## src/hdl/i2cbm_pkg.sv

```systemverilog
// Shared types and constants for the I2C bit-level master.
package i2cbm_pkg;

    // Bits in one data byte on the bus
    localparam int unsigned BITS_PER_BYTE = 8;

    // Command codes
    localparam logic [2:0] CMD_NONE  = 3'd0;
    localparam logic [2:0] CMD_START = 3'd1;
    localparam logic [2:0] CMD_STOP  = 3'd2;
    localparam logic [2:0] CMD_WRITE = 3'd3;
    localparam logic [2:0] CMD_READ  = 3'd4;

    // Configuration register indexes
    localparam logic CFG_HALF_PERIOD = 1'b0;
    localparam logic CFG_ACK_TIMEOUT = 1'b1;

    // Configuration reset values
    localparam logic [7:0] HALF_PERIOD_RESET = 8'd2;
    localparam logic [7:0] ACK_TIMEOUT_RESET = 8'd250;

    // Bus sequencer phases
    typedef enum logic [3:0] {
        PH_IDLE     = 4'd0,
        PH_START_A  = 4'd1,
        PH_START_B  = 4'd2,
        PH_STOP_A   = 4'd3,
        PH_STOP_B   = 4'd4,
        PH_WR_LOW   = 4'd5,
        PH_WR_HIGH  = 4'd6,
        PH_ACK_LOW  = 4'd7,
        PH_ACK_WAIT = 4'd8,
        PH_RD_LOW   = 4'd9,
        PH_RD_HIGH  = 4'd10,
        PH_RA_LOW   = 4'd11,
        PH_RA_HIGH  = 4'd12
    } phase_t;

    // One tick item as taken from the input channel
    typedef struct packed {
        logic [2:0] cmd;
        logic [7:0] write_data;
        logic       send_ack;
        logic       sda_sample;
    } tick_item_t;

    // One result item for the output channel
    typedef struct packed {
        logic       scl_level;
        logic       sda_pull_low;
        logic       busy_res;
        logic       done_res;
        logic [7:0] read_data;
        logic       nack_seen;
    } tick_result_t;

    // Configuration as seen by the sequencer
    typedef struct packed {
        logic [7:0] half_period_ticks;
        logic [7:0] ack_timeout_limit;
    } bus_cfg_t;

endpackage

```

## src/hdl/i2cbm_if.sv

```systemverilog
// Valid/ready channel interfaces for tick items and result items.
interface i2cbm_item_if;
    logic       valid;
    logic       ready;
    logic [2:0] cmd;
    logic [7:0] write_data;
    logic       send_ack;
    logic       sda_sample;

    modport source (output valid, output cmd, output write_data, output send_ack,
                    output sda_sample, input ready);
    modport sink (input valid, input cmd, input write_data, input send_ack,
                  input sda_sample, output ready);
endinterface

interface i2cbm_result_if;
    logic       valid;
    logic       ready;
    logic       scl_level;
    logic       sda_pull_low;
    logic       busy_res;
    logic       done_res;
    logic [7:0] read_data;
    logic       nack_seen;

    modport source (output valid, output scl_level, output sda_pull_low,
                    output busy_res, output done_res, output read_data,
                    output nack_seen, input ready);
    modport sink (input valid, input scl_level, input sda_pull_low, input busy_res,
                  input done_res, input read_data, input nack_seen, output ready);
endinterface

```

## src/hdl/i2c_bit_level_master.sv

```systemverilog
// Top level of the I2C bit-level master: channel staging and configuration.
//
//   channel   dir  transfer   payload
//   item      in   one tick   cmd, write_data, send_ack, sda_sample
//   result    out  one tick   scl_level, sda_pull_low, busy_res, done_res,
//                             read_data, nack_seen
//   cfg_*     in   write      cfg_index selects register, cfg_data value
//
// One tick item per clock sustained while the result channel is ready; a result passes
// through the input register, then one sequencer step into the result register.
// Reset clears the sequencer to idle with both lines released and loads the
// configuration defaults. A stalled result holds its register; the input stage
// keeps taking items until it is full as well.
module i2c_bit_level_master
(
    input  logic                  clk,
    input  logic                  rst_n,
    i2cbm_item_if.sink            item,
    i2cbm_result_if.source        result,
    input  logic                  cfg_we,
    input  logic                  cfg_index,
    input  logic [7:0]            cfg_data
);

    logic                     item_valid_reg;
    i2cbm_pkg::tick_item_t    item_reg;
    logic                     res_valid_reg;
    i2cbm_pkg::tick_result_t  res_reg;
    i2cbm_pkg::tick_result_t  step_result;
    i2cbm_pkg::bus_cfg_t      cfg_reg;
    logic                     advance;

    // Step when a tick is staged and the result slot is free or draining
    assign advance    = item_valid_reg && (!res_valid_reg || result.ready);
    assign item.ready = !item_valid_reg || advance;

    // Hold configuration registers
    always_ff @(posedge clk or negedge rst_n)
    begin
        if (!rst_n)
        begin
            cfg_reg.half_period_ticks <= i2cbm_pkg::HALF_PERIOD_RESET;
            cfg_reg.ack_timeout_limit <= i2cbm_pkg::ACK_TIMEOUT_RESET;
        end
        else if (cfg_we)
        begin
            case (cfg_index)
                i2cbm_pkg::CFG_HALF_PERIOD: cfg_reg.half_period_ticks <= cfg_data;
                i2cbm_pkg::CFG_ACK_TIMEOUT: cfg_reg.ack_timeout_limit <= cfg_data;
                default: cfg_reg <= cfg_reg;
            endcase
        end
    end

    // Input stage valid
    always_ff @(posedge clk or negedge rst_n)
    begin
        if (!rst_n)
            item_valid_reg <= 1'b0;
        else if (item.ready)
            item_valid_reg <= item.valid;
    end

    // Input stage payload
    always_ff @(posedge clk)
    begin
        if (item.valid && item.ready)
        begin
            item_reg.cmd        <= item.cmd;
            item_reg.write_data <= item.write_data;
            item_reg.send_ack   <= item.send_ack;
            item_reg.sda_sample <= item.sda_sample;
        end
    end

    i2cbm_seq u_seq
    (
        .clk    (clk),
        .rst_n  (rst_n),
        .step   (advance),
        .cfg    (cfg_reg),
        .item   (item_reg),
        .result (step_result)
    );

    // Result stage valid
    always_ff @(posedge clk or negedge rst_n)
    begin
        if (!rst_n)
            res_valid_reg <= 1'b0;
        else
            res_valid_reg <= advance || (res_valid_reg && !result.ready);
    end

    // Result stage payload
    always_ff @(posedge clk)
    begin
        if (advance)
            res_reg <= step_result;
    end

    // Drive the result channel
    assign result.valid        = res_valid_reg;
    assign result.scl_level    = res_reg.scl_level;
    assign result.sda_pull_low = res_reg.sda_pull_low;
    assign result.busy_res     = res_reg.busy_res;
    assign result.done_res     = res_reg.done_res;
    assign result.read_data    = res_reg.read_data;
    assign result.nack_seen    = res_reg.nack_seen;

endmodule

```

## src/hdl/i2cbm_seq.sv

```systemverilog
// Bus sequencer: holds the I2C phase state and advances it by one tick.
module i2cbm_seq
(
    input  logic                     clk,
    input  logic                     rst_n,
    input  logic                     step,
    input  i2cbm_pkg::bus_cfg_t      cfg,
    input  i2cbm_pkg::tick_item_t    item,
    output i2cbm_pkg::tick_result_t  result
);

    i2cbm_pkg::phase_t phase_reg, phase_next;
    logic [3:0] bit_count_reg, bit_count_next;
    logic [8:0] tick_count_reg, tick_count_next;
    logic [7:0] ack_wait_count_reg, ack_wait_count_next;
    logic [7:0] shift_byte_reg, shift_byte_next;
    logic       scl_reg, scl_next;
    logic       sda_reg, sda_next;
    logic       ack_choice_reg, ack_choice_next;
    logic       nack_flag_reg, nack_flag_next;
    logic [7:0] read_hold_reg, read_hold_next;
    logic       done_next;

    logic [7:0] half_len;
    logic [8:0] hold_len;
    logic [8:0] tick_inc;
    logic [3:0] bit_inc;
    logic       ended;

    // Half period with zero treated as one; start and stop hold twice as long
    always_comb
    begin
        half_len = (cfg.half_period_ticks == 8'd0) ? 8'd1 : cfg.half_period_ticks;
        if (phase_reg inside {i2cbm_pkg::PH_START_A, i2cbm_pkg::PH_START_B,
                              i2cbm_pkg::PH_STOP_A, i2cbm_pkg::PH_STOP_B})
            hold_len = {half_len, 1'b0};
        else
            hold_len = {1'b0, half_len};
        tick_inc = tick_count_reg + 9'd1;
        bit_inc  = bit_count_reg + 4'd1;
    end

    // Next state for one tick
    always_comb
    begin
        phase_next          = phase_reg;
        bit_count_next      = bit_count_reg;
        tick_count_next     = tick_count_reg;
        ack_wait_count_next = ack_wait_count_reg;
        shift_byte_next     = shift_byte_reg;
        scl_next            = scl_reg;
        sda_next            = sda_reg;
        ack_choice_next     = ack_choice_reg;
        nack_flag_next      = nack_flag_reg;
        read_hold_next      = read_hold_reg;
        done_next           = 1'b0;
        ended               = 1'b0;

        if (phase_reg == i2cbm_pkg::PH_IDLE)
        begin
            case (item.cmd)
                i2cbm_pkg::CMD_START:
                begin
                    phase_next = i2cbm_pkg::PH_START_A;
                    scl_next = 1'b1; sda_next = 1'b1; tick_count_next = '0;
                end
                i2cbm_pkg::CMD_STOP:
                begin
                    phase_next = i2cbm_pkg::PH_STOP_A;
                    scl_next = 1'b0; sda_next = 1'b0; tick_count_next = '0;
                end
                i2cbm_pkg::CMD_WRITE:
                begin
                    nack_flag_next  = 1'b0;
                    bit_count_next  = '0;
                    shift_byte_next = {item.write_data[6:0], 1'b0};
                    phase_next = i2cbm_pkg::PH_WR_LOW;
                    scl_next = 1'b0; sda_next = item.write_data[7]; tick_count_next = '0;
                end
                i2cbm_pkg::CMD_READ:
                begin
                    ack_choice_next = item.send_ack;
                    bit_count_next  = '0;
                    shift_byte_next = '0;
                    phase_next = i2cbm_pkg::PH_RD_LOW;
                    scl_next = 1'b0; sda_next = 1'b1; tick_count_next = '0;
                end
                default:
                begin
                    phase_next = i2cbm_pkg::PH_IDLE;
                end
            endcase
        end
        else if (phase_reg == i2cbm_pkg::PH_ACK_WAIT)
        begin
            // Wait for ACK low while SCL is high, give up at the limit
            if (!item.sda_sample)
            begin
                scl_next   = 1'b0;
                phase_next = i2cbm_pkg::PH_IDLE;
                done_next  = 1'b1;
            end
            else if (ack_wait_count_reg >= cfg.ack_timeout_limit)
            begin
                nack_flag_next = 1'b1;
                phase_next = i2cbm_pkg::PH_STOP_A;
                scl_next = 1'b0; sda_next = 1'b0; tick_count_next = '0;
            end
            else
            begin
                ack_wait_count_next = ack_wait_count_reg + 8'd1;
            end
        end
        else
        begin
            tick_count_next = tick_inc;
            ended = (tick_inc >= hold_len);
        end

        // Advance to the next phase when the hold runs out
        if (ended)
        begin
            tick_count_next = '0;
            case (phase_reg)
                i2cbm_pkg::PH_START_A:
                begin
                    phase_next = i2cbm_pkg::PH_START_B; scl_next = 1'b1; sda_next = 1'b0;
                end
                i2cbm_pkg::PH_START_B:
                begin
                    tick_count_next = tick_inc;
                    scl_next = 1'b0; phase_next = i2cbm_pkg::PH_IDLE; done_next = 1'b1;
                end
                i2cbm_pkg::PH_STOP_A:
                begin
                    phase_next = i2cbm_pkg::PH_STOP_B; scl_next = 1'b1; sda_next = 1'b1;
                end
                i2cbm_pkg::PH_STOP_B:
                begin
                    tick_count_next = tick_inc;
                    phase_next = i2cbm_pkg::PH_IDLE; done_next = 1'b1;
                end
                i2cbm_pkg::PH_WR_LOW:
                begin
                    phase_next = i2cbm_pkg::PH_WR_HIGH; scl_next = 1'b1;
                end
                i2cbm_pkg::PH_WR_HIGH:
                begin
                    bit_count_next = bit_inc;
                    if (bit_inc >= 4'(i2cbm_pkg::BITS_PER_BYTE))
                    begin
                        phase_next = i2cbm_pkg::PH_ACK_LOW; scl_next = 1'b0; sda_next = 1'b1;
                    end
                    else
                    begin
                        sda_next        = shift_byte_reg[7];
                        shift_byte_next = {shift_byte_reg[6:0], 1'b0};
                        phase_next = i2cbm_pkg::PH_WR_LOW; scl_next = 1'b0;
                    end
                end
                i2cbm_pkg::PH_ACK_LOW:
                begin
                    ack_wait_count_next = '0;
                    phase_next = i2cbm_pkg::PH_ACK_WAIT; scl_next = 1'b1; sda_next = 1'b1;
                end
                i2cbm_pkg::PH_RD_LOW:
                begin
                    phase_next = i2cbm_pkg::PH_RD_HIGH; scl_next = 1'b1; sda_next = 1'b1;
                end
                i2cbm_pkg::PH_RD_HIGH:
                begin
                    shift_byte_next = {shift_byte_reg[6:0], item.sda_sample};
                    bit_count_next  = bit_inc;
                    scl_next = 1'b0;
                    if (bit_inc >= 4'(i2cbm_pkg::BITS_PER_BYTE))
                    begin
                        phase_next = i2cbm_pkg::PH_RA_LOW; sda_next = !ack_choice_reg;
                    end
                    else
                    begin
                        phase_next = i2cbm_pkg::PH_RD_LOW; sda_next = 1'b1;
                    end
                end
                i2cbm_pkg::PH_RA_LOW:
                begin
                    phase_next = i2cbm_pkg::PH_RA_HIGH; scl_next = 1'b1;
                end
                i2cbm_pkg::PH_RA_HIGH:
                begin
                    tick_count_next = tick_inc;
                    read_hold_next = shift_byte_reg;
                    scl_next = 1'b0; phase_next = i2cbm_pkg::PH_IDLE; done_next = 1'b1;
                end
                default:
                begin
                    phase_next = i2cbm_pkg::PH_IDLE; scl_next = 1'b1; sda_next = 1'b1;
                end
            endcase
        end
    end

    // Result fields from the state after this tick
    always_comb
    begin
        result.scl_level    = scl_next;
        result.sda_pull_low = !sda_next;
        result.busy_res     = (phase_next != i2cbm_pkg::PH_IDLE);
        result.done_res     = done_next;
        result.read_data    = read_hold_next;
        result.nack_seen    = nack_flag_next;
    end

    // Update the sequencer state once per tick
    always_ff @(posedge clk or negedge rst_n)
    begin
        if (!rst_n)
        begin
            phase_reg          <= i2cbm_pkg::PH_IDLE;
            bit_count_reg      <= '0;
            tick_count_reg     <= '0;
            ack_wait_count_reg <= '0;
            shift_byte_reg     <= '0;
            scl_reg            <= 1'b1;
            sda_reg            <= 1'b1;
            ack_choice_reg     <= 1'b0;
            nack_flag_reg      <= 1'b0;
            read_hold_reg      <= '0;
        end
        else if (step)
        begin
            phase_reg          <= phase_next;
            bit_count_reg      <= bit_count_next;
            tick_count_reg     <= tick_count_next;
            ack_wait_count_reg <= ack_wait_count_next;
            shift_byte_reg     <= shift_byte_next;
            scl_reg            <= scl_next;
            sda_reg            <= sda_next;
            ack_choice_reg     <= ack_choice_next;
            nack_flag_reg      <= nack_flag_next;
            read_hold_reg      <= read_hold_next;
        end
    end

endmodule
```

## src/flat_wrapper.sv

```systemverilog
// flat-port wrapper written by rule: the top's interface ports become plain ports
module i2c_bit_level_master_flat 
  (clk, rst_n, cfg_we, cfg_index, cfg_data, item_valid, item_cmd, item_write_data, item_send_ack, item_sda_sample, item_ready, result_valid, result_scl_level, result_sda_pull_low, result_busy_res, result_done_res, result_read_data, result_nack_seen, result_ready);
  i2cbm_item_if item_i ();
  i2cbm_result_if result_i ();
  input  logic clk;
  input  logic rst_n;
  input  logic cfg_we;
  input  logic cfg_index;
  input  logic [7:0] cfg_data;
  input wire logic [$bits(item_i.valid)-1:0] item_valid;
  input wire logic [$bits(item_i.cmd)-1:0] item_cmd;
  input wire logic [$bits(item_i.write_data)-1:0] item_write_data;
  input wire logic [$bits(item_i.send_ack)-1:0] item_send_ack;
  input wire logic [$bits(item_i.sda_sample)-1:0] item_sda_sample;
  output wire logic [$bits(item_i.ready)-1:0] item_ready;
  output wire logic [$bits(result_i.valid)-1:0] result_valid;
  output wire logic [$bits(result_i.scl_level)-1:0] result_scl_level;
  output wire logic [$bits(result_i.sda_pull_low)-1:0] result_sda_pull_low;
  output wire logic [$bits(result_i.busy_res)-1:0] result_busy_res;
  output wire logic [$bits(result_i.done_res)-1:0] result_done_res;
  output wire logic [$bits(result_i.read_data)-1:0] result_read_data;
  output wire logic [$bits(result_i.nack_seen)-1:0] result_nack_seen;
  input wire logic [$bits(result_i.ready)-1:0] result_ready;
  assign item_i.valid = item_valid;
  assign item_i.cmd = item_cmd;
  assign item_i.write_data = item_write_data;
  assign item_i.send_ack = item_send_ack;
  assign item_i.sda_sample = item_sda_sample;
  assign item_ready = item_i.ready;
  assign result_valid = result_i.valid;
  assign result_scl_level = result_i.scl_level;
  assign result_sda_pull_low = result_i.sda_pull_low;
  assign result_busy_res = result_i.busy_res;
  assign result_done_res = result_i.done_res;
  assign result_read_data = result_i.read_data;
  assign result_nack_seen = result_i.nack_seen;
  assign result_i.ready = result_ready;
  i2c_bit_level_master u_core (.clk(clk), .rst_n(rst_n), .item(item_i), .result(result_i), .cfg_we(cfg_we), .cfg_index(cfg_index), .cfg_data(cfg_data));
endmodule
```

## config.mk

```make
export PLATFORM = sky130hd
export DESIGN_NAME = i2c_bit_level_master_flat
export DESIGN_NICKNAME = d
export VERILOG_FILES = /design/src/hdl/i2cbm_pkg.sv /design/src/hdl/i2cbm_if.sv /design/src/hdl/i2c_bit_level_master.sv /design/src/hdl/i2cbm_seq.sv /design/src/flat_wrapper.sv
export SDC_FILE = /design/constraint.sdc
export NUM_CORES = 1
export LEC_CHECK = 0
export BUFFER_PORTS_ARGS = -buffer_cell sky130_fd_sc_hd__buf_2
export CAP_MARGIN = 25
export CELL_PAD_IN_SITES_DETAIL_PLACEMENT = 0
export CELL_PAD_IN_SITES_GLOBAL_PLACEMENT = 1
export CORE_MARGIN = 2
export CORE_UTILIZATION = 35
export DETAILED_ROUTE_END_ITERATION = 16
export GPL_ROUTABILITY_DRIVEN = 0
export HOLD_SLACK_MARGIN = 0.02
export PLACE_DENSITY = 0.73
export SLEW_MARGIN = 20
export SYNTH_ARGS = -nofsm -noshare
export SYNTH_HDL_FRONTEND = slang
export SYNTH_SLANG_ARGS = --single-unit
```

## constraint.sdc

```tcl
create_clock -name clk -period 7.15 [get_ports clk]
set_input_delay 1.0725 -clock clk [delete_from_list [all_inputs] [get_ports clk]]
set_output_delay 1.0725 -clock clk [all_outputs]
set_load 0.01 [all_outputs]
```

== Yosys cells after proc, flatten, opt, wreduce, memory -nomap -nowiden ==
Cells that the tools add are included.

* $add $sub $neg: 3
* Magnitude comparators: 3
* Eq/ne operators: 19
* Muxes and demuxes: 63
* Bitwise logic cells: 1
* Reductions and logical operators: 27

{| class="wikitable"
|+ Operator list
! kind !! number
|-
| $mux W8 || 12
|-
| $mux W9 || 8
|-
| $mux W4 || 9
|-
| $pmux W4 S8 || 1
|-
| $pmux W8 S2 || 2
|-
| $mux W1 || 24
|-
| $eq A4 B4 Y1 const B || 5
|-
| $eq A4 B3 Y1 const B || 4
|-
| $pmux W4 S4 || 1
|-
| $add A9 B1 Y9 const B || 1
|-
| $ge A9 B9 Y1 || 1
|-
| $add A8 B1 Y8 const B || 1
|-
| $eq A4 B2 Y1 const B || 2
|-
| $ge A8 B8 Y1 || 1
|-
| $logic_not A8 Y1 || 1
|-
| $ne A4 B3 Y1 const B || 2
|-
| $reduce_bool A4 Y1 || 2
|-
| $reduce_or A4 Y1 || 2
|-
| $eq A3 B2 Y1 const B || 2
|-
| $reduce_or A2 Y1 || 3
|-
| $reduce_or A3 Y1 || 2
|-
| $logic_not A1 Y1 || 5
|-
| $reduce_or A5 Y1 || 1
|-
| $add A4 B1 Y4 const B || 1
|-
| 16 further kinds || 23
|}

* Register bits after elaboration: 89
* Input bits: 27
* Output and inout port bits: 15

== Depth between registers and ports, before layout ==
Gate-level depths: netlist of the first run.

* Depth after elaboration: 8
* Depth in mapped cells: 13

== Modules after synthesis ==
A second synthesis of the first run with hierarchy kept.

* Cells, all modules: 451
* Area, all modules: 4,879.7 µm²

{| class="wikitable"
|+ Modules (own cells, without submodules)
! module !! times used !! cells an instance !! area each (µm²) !! sequential area each (µm²)
|-
| i2cbm_seq || 1 || 382 || 3,359.5 || 1,128.6
|-
| i2c_bit_level_master || 1 || 69 || 1,520.2 || 1,239.9
|}

== Least setup slack after synthesis of the first run ==
No wires, ideal clock.

* Path type: reg2reg
* Start: reg u_core.u_seq.phase_reg[2]
* End: reg u_core.res_reg (netlist bit u_core.result.busy_res), data pin
* Setup time: 0.283 ns
* Data arrival time: 3.204 ns
* Data required time: 6.867 ns
* Setup slack: 3.663 ns
* Stages on the path, launching flop included: 13
* Period minus slack after synthesis: 3.487 ns
* Path through: dfrtp_1 clkbuf_1 nor3_1 nor3_2 mux2i_1 ha_1 a211o_1 o211ai_1 o211ai_1 clkbuf_1 a41o_1 a221oi_1 nand4_1

{| class="wikitable"
|+ RTL lines
! item !! RTL line !! text
|-
| start, declared || i2cbm_seq.sv:12 || <nowiki>i2cbm_pkg::phase_t phase_reg, phase_next;</nowiki>
|-
| start signal, assigned || i2cbm_seq.sv:218 || <nowiki>phase_reg <= i2cbm_pkg::PH_IDLE;</nowiki>
|-
| start signal, assigned || i2cbm_seq.sv:231 || <nowiki>phase_reg <= phase_next;</nowiki>
|-
| end signal, assigned || i2c_bit_level_master.sv:99 || <nowiki>res_reg <= step_result;</nowiki>
|-
| end, declared || i2c_bit_level_master.sv:28 || <nowiki>i2cbm_pkg::tick_result_t res_reg;</nowiki>
|}

== Worst setup path after layout of the first run ==
* Start: reg u_core.u_seq.phase_reg[1]
* End: reg u_core.u_seq.tick_count_reg[7]

* Cells in the longest elaborated chain, start to end: 8
* Elaborated cells between the ends (all ways): 21
* Those cells by class: order compare: 1; eq/ne: 9; mux: 7; reduce/logical: 4

{| class="wikitable"
|+ Ends and longest elaborated chain
! item !! RTL line !! text
|-
| $eq A4 B1 Y1, or another cell as far along || i2cbm_seq.sv:34 || <nowiki>if (phase_reg inside {i2cbm_pkg::PH_START_A, i2cbm_pkg::PH_START_B,</nowiki>
|-
| $reduce_bool A4 Y1 || i2cbm_seq.sv:34 ||
|-
| $mux W9 || i2cbm_seq.sv:34 ||
|-
| $ge A9 B9 Y1 || i2cbm_seq.sv:117 || <nowiki>ended = (tick_inc >= hold_len);</nowiki>
|-
| $mux W1 || i2cbm_seq.sv:94 || <nowiki>else if (phase_reg == i2cbm_pkg::PH_ACK_WAIT)</nowiki>
|-
| $mux W1 || i2cbm_seq.sv:59 || <nowiki>if (phase_reg == i2cbm_pkg::PH_IDLE)</nowiki>
|-
| $ne A4 B3 Y1 (no source line) / $ne A3 B3 Y1 (equally long branches) || n/a ||
|-
| $reduce_and A4 Y1 (no source line) || n/a ||
|-
| end signal, assigned || i2cbm_seq.sv:233 || <nowiki>tick_count_reg <= tick_count_next;</nowiki>
|-
| end, declared || i2cbm_seq.sv:14 || <nowiki>logic [8:0] tick_count_reg, tick_count_next;</nowiki>
|}

Several ways; a longest one is shown, not always the timed one.
A chain may end at the register's enable or synchronous reset.

==> impl_metrics.ini, run 1 <==
[logic_synthesis]
syn_inst = 447
avgSynthCellArea_um2 = 10.8
synth.ff_latch_count = 89
synth_cell_types = 64
async_flop_share_pct = 70.8
yosysSeqAreaShare_pct = 49.0
ys.flop_type = dfrtp_1
synth_nets = 494
synth_edf_count = 26
syn_area_um2 = 4830
synth_warnings = 0

[critical_path]
cp_slowest_cell = dfrtp_1
cp_slowest_stage_delay_ps = 770
cp.required_ps = 7340
path_class = reg -> reg
r2r_slack_ps = 2710
critPathArrivalTime_ps = 4630
cpLargestDelayFamily = compound AO/OA/AOI/OAI gates
endpoint_kind = flop
reg2reg_depth = 10
critPathBufInv = 0
crit_chain = nor3_1 -> nor3_2 -> mux2i_1 -> ha_1 -> and4_1 -> o21ai_0 -> o211ai_1 -> a21oi_1 -> o21bai_1 -> o21ai_0
crit_top_cell = o21ai_0
r2r_start = u_core.u_seq.phase_reg[1]$_DFFE_PN0P_
startpoint = u_core.u_seq.phase_reg[1]$_DFFE_PN0P_
rr_endpoint = u_core.u_seq.tick_count_reg[7]$_DFFE_PN0P_
cp-start-kind = flop
critPathMaxFanout = 22

[cells_and_area]
syn2layout_area_growth_pct = 13.5
most-common-layout-cells = 54 x dfrtp_1, 41 x nand2_1, 41 x buf_2
diodes = 0
largest_reg_flops = 16
drive_gt1_share_pct = 22.6
final_nets = 533
layout_commonest_cell = dfrtp_1

[hold_path]
hp-class = reg -> reg
min_to = u_core.u_seq.ack_choice_reg$_DFFE_PN0P_
hold_depth = 1
hp-start = u_core.item_reg[1]$_DFFE_PP_

[grt]
overflow = 0
gr-usage-all-layers_pct = 15.5
grt_first_pass_wirelength_um = 18100
grt_pass1_vias = 3594
antenna_found_initial = 0
grt_max_degree = 64

[timing]
rsz0062_at_grt = false
fmax_mhz = 225
fin_hold_ws_ps = 491
slew_headroom_pct = 35.7
period_needed_ps = 4440
hold_violations = 0
setup_tns_ps = 0
clock_skew_ps = 7.14
finalSetupViolations = 0
tightestPinTransition_ps = 963
fin_crit_sh_pct = 62.1
drv_slew = 0
setup_slack_ps = 2710

[floorplanning]
boundaryPins = 42
row_count = 42
die_w_um = 122
die_area_um2 = 14800
die_h_um = 122
core_um2 = 13300
start_util_pct = 36.2

[power_and_ir_drop]
p_per_area_nw_per_um2 = 333
p_leak_nw = 2.31
vdd.ir_drop.worst_v = 0.000183

[placed_design]
portBuffers = 41
hpwl_um = 7640
place_ws_ps = 2820

[route]
drc = 0
wl_per_cell_um = 16.1
vias_per_cell = 5.53
drtIter0Drc = 271
firstDrtPassIters = 5
drt-total-wl_um = 10800
num_vias = 3688
postRouteAntennaNets = 0

[clock_network]
cts_buffers = 9
clk_pin_slew_ps = 70
cts_buffer_depth = 2
clk_latency_ps = 340
cts_tree = built
htree_levels = 3
ctsHoldBuffers = 0
cts_resized = 0
post-cts-setup-buffers = 0
cts_root_buf = clkbuf_16
numClockSinks = 89

[flow_run]
max_cap_viol_count = 0

[run_status]
status = finished, final reports clean
-- cell usage after synthesis (4+ instances only) --
cell	n	area, um2
edfxtp_1	26	781
o2bb2ai_1	8	70.1
nand3_1	11	55.1
dfstp_2	9	236
mux2_2	37	417
nor4_1	4	25.0
or4_1	4	30.0
nand4_1	6	37.5
nand2_1	41	154
a31oi_1	5	31.3
a22oi_1	8	60.1
nand2b_1	9	56.3
o21ai_1	5	25.0
xnor2_1	7	61.3
and2_1	4	25.0
nor3_1	8	40.0
dfrtp_1	54	1350
o211ai_1	7	52.6
or3_1	8	50.1
a21oi_1	16	80.1
ha_1	20	250
clkbuf_1	13	48.8
inv_1	20	75.1
o21ai_0	20	100
nor2b_1	6	37.5
mux2i_1	8	80.1
nor2_1	24	90.1
o31ai_1	4	30.0
and4_1	4	35.0
-- report_power, final --
group          total (mW)  internal, mW  switching [mW]
registers           0.766         0.632           0.133
logic               0.624         0.268           0.355
clock network       0.439         0.238           0.201
-- worst max-delay path by stage --
stage                                                 endpoint  cells past startpoint
finish              u_core.u_seq.tick_count_reg[7]$_DFFE_PN0P_                     10
global route        u_core.u_seq.tick_count_reg[8]$_DFFE_PN0P_                     10
CTS                       u_core.result.read_data[2]$_DFFE_PP_                     10
detailed placement        u_core.result.read_data[2]$_DFFE_PP_                     10
global placement          u_core.result.read_data[2]$_DFFE_PP_                     10
floorplan                     u_core.result.busy_res$_DFFE_PP_                     12
-- metrics by stage --
step                area [um2]  utilization (%)  power [mW]  cells
CTS                       5490             41.1        1.84    667
floorplan                 4830                -        1.22    447
global route              5490             41.1        1.96    667
finish                    5490             41.1        1.83    667
global placement          5220             39.1        1.38    651
detailed placement        5220             39.1        1.39    651
-- area by class of cell --
cell class                      count  area (um2)
Sequential cell                    89        2370
Timing Repair Buffer               43         220
Clock inverter                      5        38.8
Fill cell                        1294        7860
Tap cell                          176         220
Multi-Input combinational cell    322        2330
Clock buffer                       11         233
Inverter                           21        78.8
-- layer usage --
| layer | up-vias | wire [um] | global-route usage (%) |
|---|---|---|---|
| met5 | - | 0 | 0 |
| met4 | 0 | 209 | 4.74 |
| met3 | 18 | 479 | 3.29 |
| met2 | 102 | 5060 | 25.3 |
| met1 | 1802 | 5000 | 20.8 |
| li1 | 1766 | - | - |
-- worst register-to-register path, stage by stage, from the launching register on --
cell	delay, ps
dfrtp_1	770
nor3_1	260
nor3_2	700
mux2i_1	200
ha_1	330
and4_1	170
o21ai_0	110
o211ai_1	720
a21oi_1	280
o21bai_1	570
o21ai_0	180
-- logic make-up after synthesis --
family | share of synthesized area [%]
xor+xnor | 1.63
compound gates | 16.4
simple gates | 14.7
buf+inv | 2.82
mux | 10.3
flops | 49.0
fa+ha+maj | 5.18
No activity file was read; power rests on OpenSTA's default activity.
==> run 2: changes to the inputs <==
==> constraint.sdc (replaced) <==
create_clock -name clk -period 4.48 [get_ports clk]
set_input_delay 0.672 -clock clk [delete_from_list [all_inputs] [get_ports clk]]
set_output_delay 0.672 -clock clk [all_outputs]
set_load 0.01 [all_outputs]
==> run 2 against run 1 <==
Against the previous run:
- die area unchanged
- critical path depth unchanged
- first-iteration DRC count rose by 11%
- register-to-register slack lost 2300 ps
- sequential share of layout area fell by 0.81 points
- total power rose by 67%
- sequential power is 54% higher
- clock power up 80%
- largest power group unchanged
- clock skew increased by 0.90 ps
- clock-buffer cell count is 1 lower
==> impl_metrics.ini, run 2 (same netlist as run 1, synthesis figures left out) <==
[critical_path]
rr_endpoint = u_core.result.read_data[0]$_DFFE_PP_
endpoint_kind = flop
critPathArrivalTime_ps = 4140
cp_slowest_cell = o211ai_1
cp.required_ps = 4580
critPathMaxFanout = 16
reg2reg_depth = 10
path_class = reg -> reg
r2r_slack_ps = 450
cp-start-kind = flop
cp_slowest_stage_delay_ps = 700
r2r_start = u_core.u_seq.phase_reg[2]$_DFFE_PN0P_
crit_chain = nor3_1 -> nor3_2 -> buf_4 -> mux2i_1 -> ha_1 -> and4_1 -> o21ai_0 -> o211ai_1 -> nand3_1 -> mux2_2

[power_and_ir_drop]
p_leak_nw = 2.37
combPwrFrac_pct = 35.3
p_sw_mw = 1.16
clkPwrFrac_pct = 25.9
vdd.ir_drop.worst_v = 0.000266
p_int_mw = 1.89
p_per_area_nw_per_um2 = 546
p_seq_share_pct = 38.8
switching_share_pct = 38.0

[cells_and_area]
final_core_util_pct = 41.9
most-common-layout-cells = 54 x dfrtp_1, 41 x nand2_1, 41 x buf_2
drive_gt1_share_pct = 24.2
final_cell_count_no_fill = 675
fillers = 1306
diodes = 0
largest_reg_flops = 16
layout_commonest_cell = dfrtp_1
seq_area_um2 = 2370
syn2layout_area_growth_pct = 15.7
final_nets = 541
multi_input_area_um2 = 2330

[hold_path]
hp-class = in -> async

[flow_run]
max_cap_viol_count = 0

[clock_network]
numClockSinks = 89
cts_resized = 0
cts_buffers = 9
htree_levels = 3
cts_buffer_depth = 2
post-cts-setup-buffers = 0
cts_tree = built
clk_pin_slew_ps = 70
cts_root_buf = clkbuf_16
clk_latency_ps = 350
ctsHoldBuffers = 0

[floorplanning]
boundaryPins = 42
die_area_um2 = 14800
die_h_um = 122
die_w_um = 122
core_um2 = 13300
start_util_pct = 36.2
row_count = 42

[route]
drt-total-wl_um = 10900
met3_length_um = 674
drtIter0Drc = 300
drc = 0
postRouteAntennaNets = 0
wl_per_cell_um = 16.1
num_vias = 3688
met2_length_um = 4990
wirelength_met1_um = 4940
top_layer = met4
vias_per_cell = 5.46
firstDrtPassIters = 5

[grt]
grt_max_degree = 35
gr-usage-all-layers_pct = 15.6
overflow = 0
antenna_found_initial = 0
grt_pass1_vias = 3586
grt_first_pass_wirelength_um = 18000

[placed_design]
place_ws_ps = 548
portBuffers = 41
dp_cells = 659
hpwl_um = 7860

[timing]
slew_headroom_pct = 37.0
hold_violations = 0
finalSetupViolations = 0
rsz0062_at_grt = false
fin_crit_sh_pct = 90.0
period_needed_ps = 4030
clock_skew_ps = 8.04
setup_slack_ps = 446
fmax_mhz = 248
fin_hold_ws_ps = 396
setup_tns_ps = 0
drv_slew = 0
tightestPinTransition_ps = 944

[run_status]
status = finished, final reports clean
==> run 2: metrics by stage <==
stage / area [um2] / power [mW]
detailed placement: 5280 / 2.26
floorplan: 4830 / 1.94
global route: 5590 / 3.26
finish: 5590 / 3.05
global placement: 5280 / 2.24
CTS: 5590 / 3.07
==> run 2: layer usage <==
metal / track usage, % / vias up
li1: - / 1778
met1: 20.7 / 1763
met2: 24.6 / 127
met3: 4.18 / 20
met4: 6.03 / 0
met5: 0 / -
==> run 2: worst max-delay path, delay by kind of cell (launching register included) <==
| family | cells | cell delay, ps |
|---|---|---|
| and+or+nand+nor | 4 | 1360 |
| AOI/OAI and AO/OA | 2 | 830 |
| DFF | 1 | 550 |
| muxes | 2 | 530 |
| adders and majority gates | 1 | 290 |
| buffers and inverters | 1 | 210 |
==> run 2: how the worst max path moves through the flow <==
stage                                                      from                                   end  slack, ps  depth (start not counted)
after detailed placement  u_core.u_seq.phase_reg[1]$_DFFE_PN0P_  u_core.result.read_data[4]$_DFFE_PP_        550                         10
after CTS                 u_core.u_seq.phase_reg[1]$_DFFE_PN0P_  u_core.result.read_data[6]$_DFFE_PP_        540                         10
after floorplan           u_core.u_seq.phase_reg[2]$_DFFE_PN0P_      u_core.result.busy_res$_DFFE_PP_        990                         12
after global placement    u_core.u_seq.phase_reg[1]$_DFFE_PN0P_  u_core.result.read_data[7]$_DFFE_PP_        630                         10
after global routing      u_core.u_seq.phase_reg[1]$_DFFE_PN0P_  u_core.result.read_data[0]$_DFFE_PP_        190                         10
final                     u_core.u_seq.phase_reg[2]$_DFFE_PN0P_  u_core.result.read_data[0]$_DFFE_PP_        450                         10
==> run 2: final cells by class <==
class | count | share of cell area (%)
Multi-Input combinational cell | 322 | 41.6
Tap cell | 176 | 3.94
Timing Repair Buffer | 51 | 5.01
Clock inverter | 6 | 1.19
Sequential cell | 89 | 42.3
Inverter | 21 | 1.41
Clock buffer | 10 | 4.47
==> run 2: power by group through the flow <==
stage	clock network [mW]	registers [mW]	logic [mW]
finish	0.791	1.18	1.08
global route	0.850	1.21	1.20
CTS	0.815	1.18	1.07
detailed placement	0	1.19	1.06
global placement	0	1.19	1.05
floorplan	0	1.13	0.813
==> run 3: changes to the inputs <==
--- a/config.mk
+++ b/config.mk
@@ -15,6 +15,7 @@
 export GPL_ROUTABILITY_DRIVEN = 0
 export HOLD_SLACK_MARGIN = 0.02
 export PLACE_DENSITY = 0.73
+export REMOVE_ABC_BUFFERS = 1
 export SLEW_MARGIN = 20
 export SYNTH_ARGS = -nofsm -noshare
 export SYNTH_HDL_FRONTEND = slang
==> run 3 against run 2 <==
Against the previous run:
- utilization is 0.34 points lower
- global-route usage is 0.85 points higher
- flip-flop and latch count stayed put
- die area stayed put
- cell count is 0.15% lower
- critical path type unchanged
==> impl_metrics.ini, run 3 (same netlist as run 1, synthesis figures left out) <==
[route]
drt-total-wl_um = 11400
firstDrtPassIters = 4
postRouteAntennaNets = 0
drtIter0Drc = 245
drc = 0
vias_per_cell = 5.50
num_vias = 3708
wl_per_cell_um = 16.9

[grt]
gr-usage-all-layers_pct = 16.5
met1_usage_pct = 21.5
overflow = 0
grt_most_used_layer = met2
grt_pass1_vias = 3680
met2_usage_pct = 26.5
grt_max_degree = 35
antenna_found_initial = 0
grt_first_pass_wirelength_um = 18700
met3_usage_pct = 4.09

[timing]
finalSetupViolations = 0
rsz0062_at_grt = false
clock_skew_ps = 8.50
tightestPinTransition_ps = 822
hold_violations = 0
fin_crit_sh_pct = 80.2
slew_headroom_pct = 45.1
setup_tns_ps = 0
period_needed_ps = 3590
fmax_mhz = 278
drv_slew = 0

[floorplanning]
boundaryPins = 42
die_h_um = 122
core_um2 = 13300
die_w_um = 122
start_util_pct = 36.2
row_count = 42
die_area_um2 = 14800

[clock_network]
ctsHoldBuffers = 0
cts_resized = 0
clk_pin_slew_ps = 60
cts_tree = built
cts_buffer_depth = 2
post-cts-setup-buffers = 0
cts_buffers = 9
htree_levels = 3
numClockSinks = 89
cts_root_buf = clkbuf_16
clk_latency_ps = 350

[placed_design]
dp_cells = 658
portBuffers = 41
hpwl_um = 8250

[power_and_ir_drop]
p_sw_mw = 1.13
p_seq_share_pct = 39.3
clkPwrFrac_pct = 24.1
p_leak_nw = 2.36
p_int_mw = 1.87
vdd.ir_drop.worst_v = 0.000188
switching_share_pct = 37.7
total_power_mw = 2.99
combPwrFrac_pct = 36.6
p_per_area_nw_per_um2 = 540

[critical_path]
cp.required_ps = 4540
path_class = reg -> reg
cp-start-kind = flop
startpoint = u_core.u_seq.phase_reg[2]$_DFFE_PN0P_
endpoint_kind = flop
r2r_start = u_core.u_seq.phase_reg[2]$_DFFE_PN0P_
critPathArrivalTime_ps = 3650
critPathMaxFanout = 16

[hold_path]
hp-class = in -> async

[run_status]
status = finished, final reports clean

[cells_and_area]
syn2layout_area_growth_pct = 14.8
largest_reg_flops = 16
layout_commonest_cell = dfrtp_1
drive_gt1_share_pct = 23.9
fillers = 1294
final_nets = 540
most-common-layout-cells = 54 x dfrtp_1, 41 x nand2_1, 41 x buf_2
final_core_util_pct = 41.6
final_cell_count_no_fill = 674
diodes = 0

[flow_run]
max_cap_viol_count = 0
==> run 3: cell type report <==
cell class                 instances  area [um2]  area share, %
timing repair buffer              50         273           4.92
multi-input combinational        322        2330           42.0
clock inverter                     5        36.3          0.654
sequential                        89        2370           42.7
clock buffer                      11         243           4.38
tap                              176         220           3.97
inverter                          21        78.8           1.42
==> run 3: metal layers <==
metal / up-vias / wire, um
met1: 1835 / 5200
met2: 87 / 5480
li1: 1771 / -
met5: - / 0
met4: 0 / 226
met3: 15 / 480
==> run 3: path summary, 6_finish.rpt <==
| check | endpoint | slack, ps | cells past startpoint |
|---|---|---|---|
| max in group asynchronous | u_core.u_seq.phase_reg[0]$_DFFE_PN0P_ | 3170 | 2 |
| worst min register to register | u_core.u_seq.ack_choice_reg$_DFFE_PN0P_ | 480 | 1 |
| worst max register to register | u_core.result.busy_res$_DFFE_PP_ | 890 | 12 |
| worst max-delay path | u_core.result.busy_res$_DFFE_PP_ | 890 | 12 |
| worst min-delay path | u_core.u_seq.nack_flag_reg$_DFFE_PN0P_ | 390 | 1 |
| min in group clk | u_core.u_seq.ack_choice_reg$_DFFE_PN0P_ | 480 | 1 |
==> run 3: critical path: stages (launching register included) <==
cell	delay [ps]
dfrtp_1	550
nor3_1	540
nor3_2	90
buf_4	200
mux2i_1	170
ha_1	260
a211o_1	290
o211ai_1	120
o211ai_1	130
buf_4	190
a41o_1	230
a221oi_1	360
nand4_1	160
==> run 3: power by group through the flow <==
stage / Clock [mW] / Sequential, mW / Combinational (mW)
3_5_place_dp: 0 / 1.19 / 1.09
5_1_grt: 0.780 / 1.20 / 1.22
6_report: 0.721 / 1.18 / 1.10
3_3_place_gp: 0 / 1.18 / 1.06
2_1_floorplan: 0 / 1.18 / 0.741
4_1_cts: 0.742 / 1.17 / 1.10
==> run 3: through the flow <==
step,area (um2),hold WS [ps],setup slack [ps]
CTS,5550,409,943
global route,5550,439,613
floorplan,4780,376,969
detailed placement,5270,473,947
global placement,5270,468,1090
finish,5550,390,886
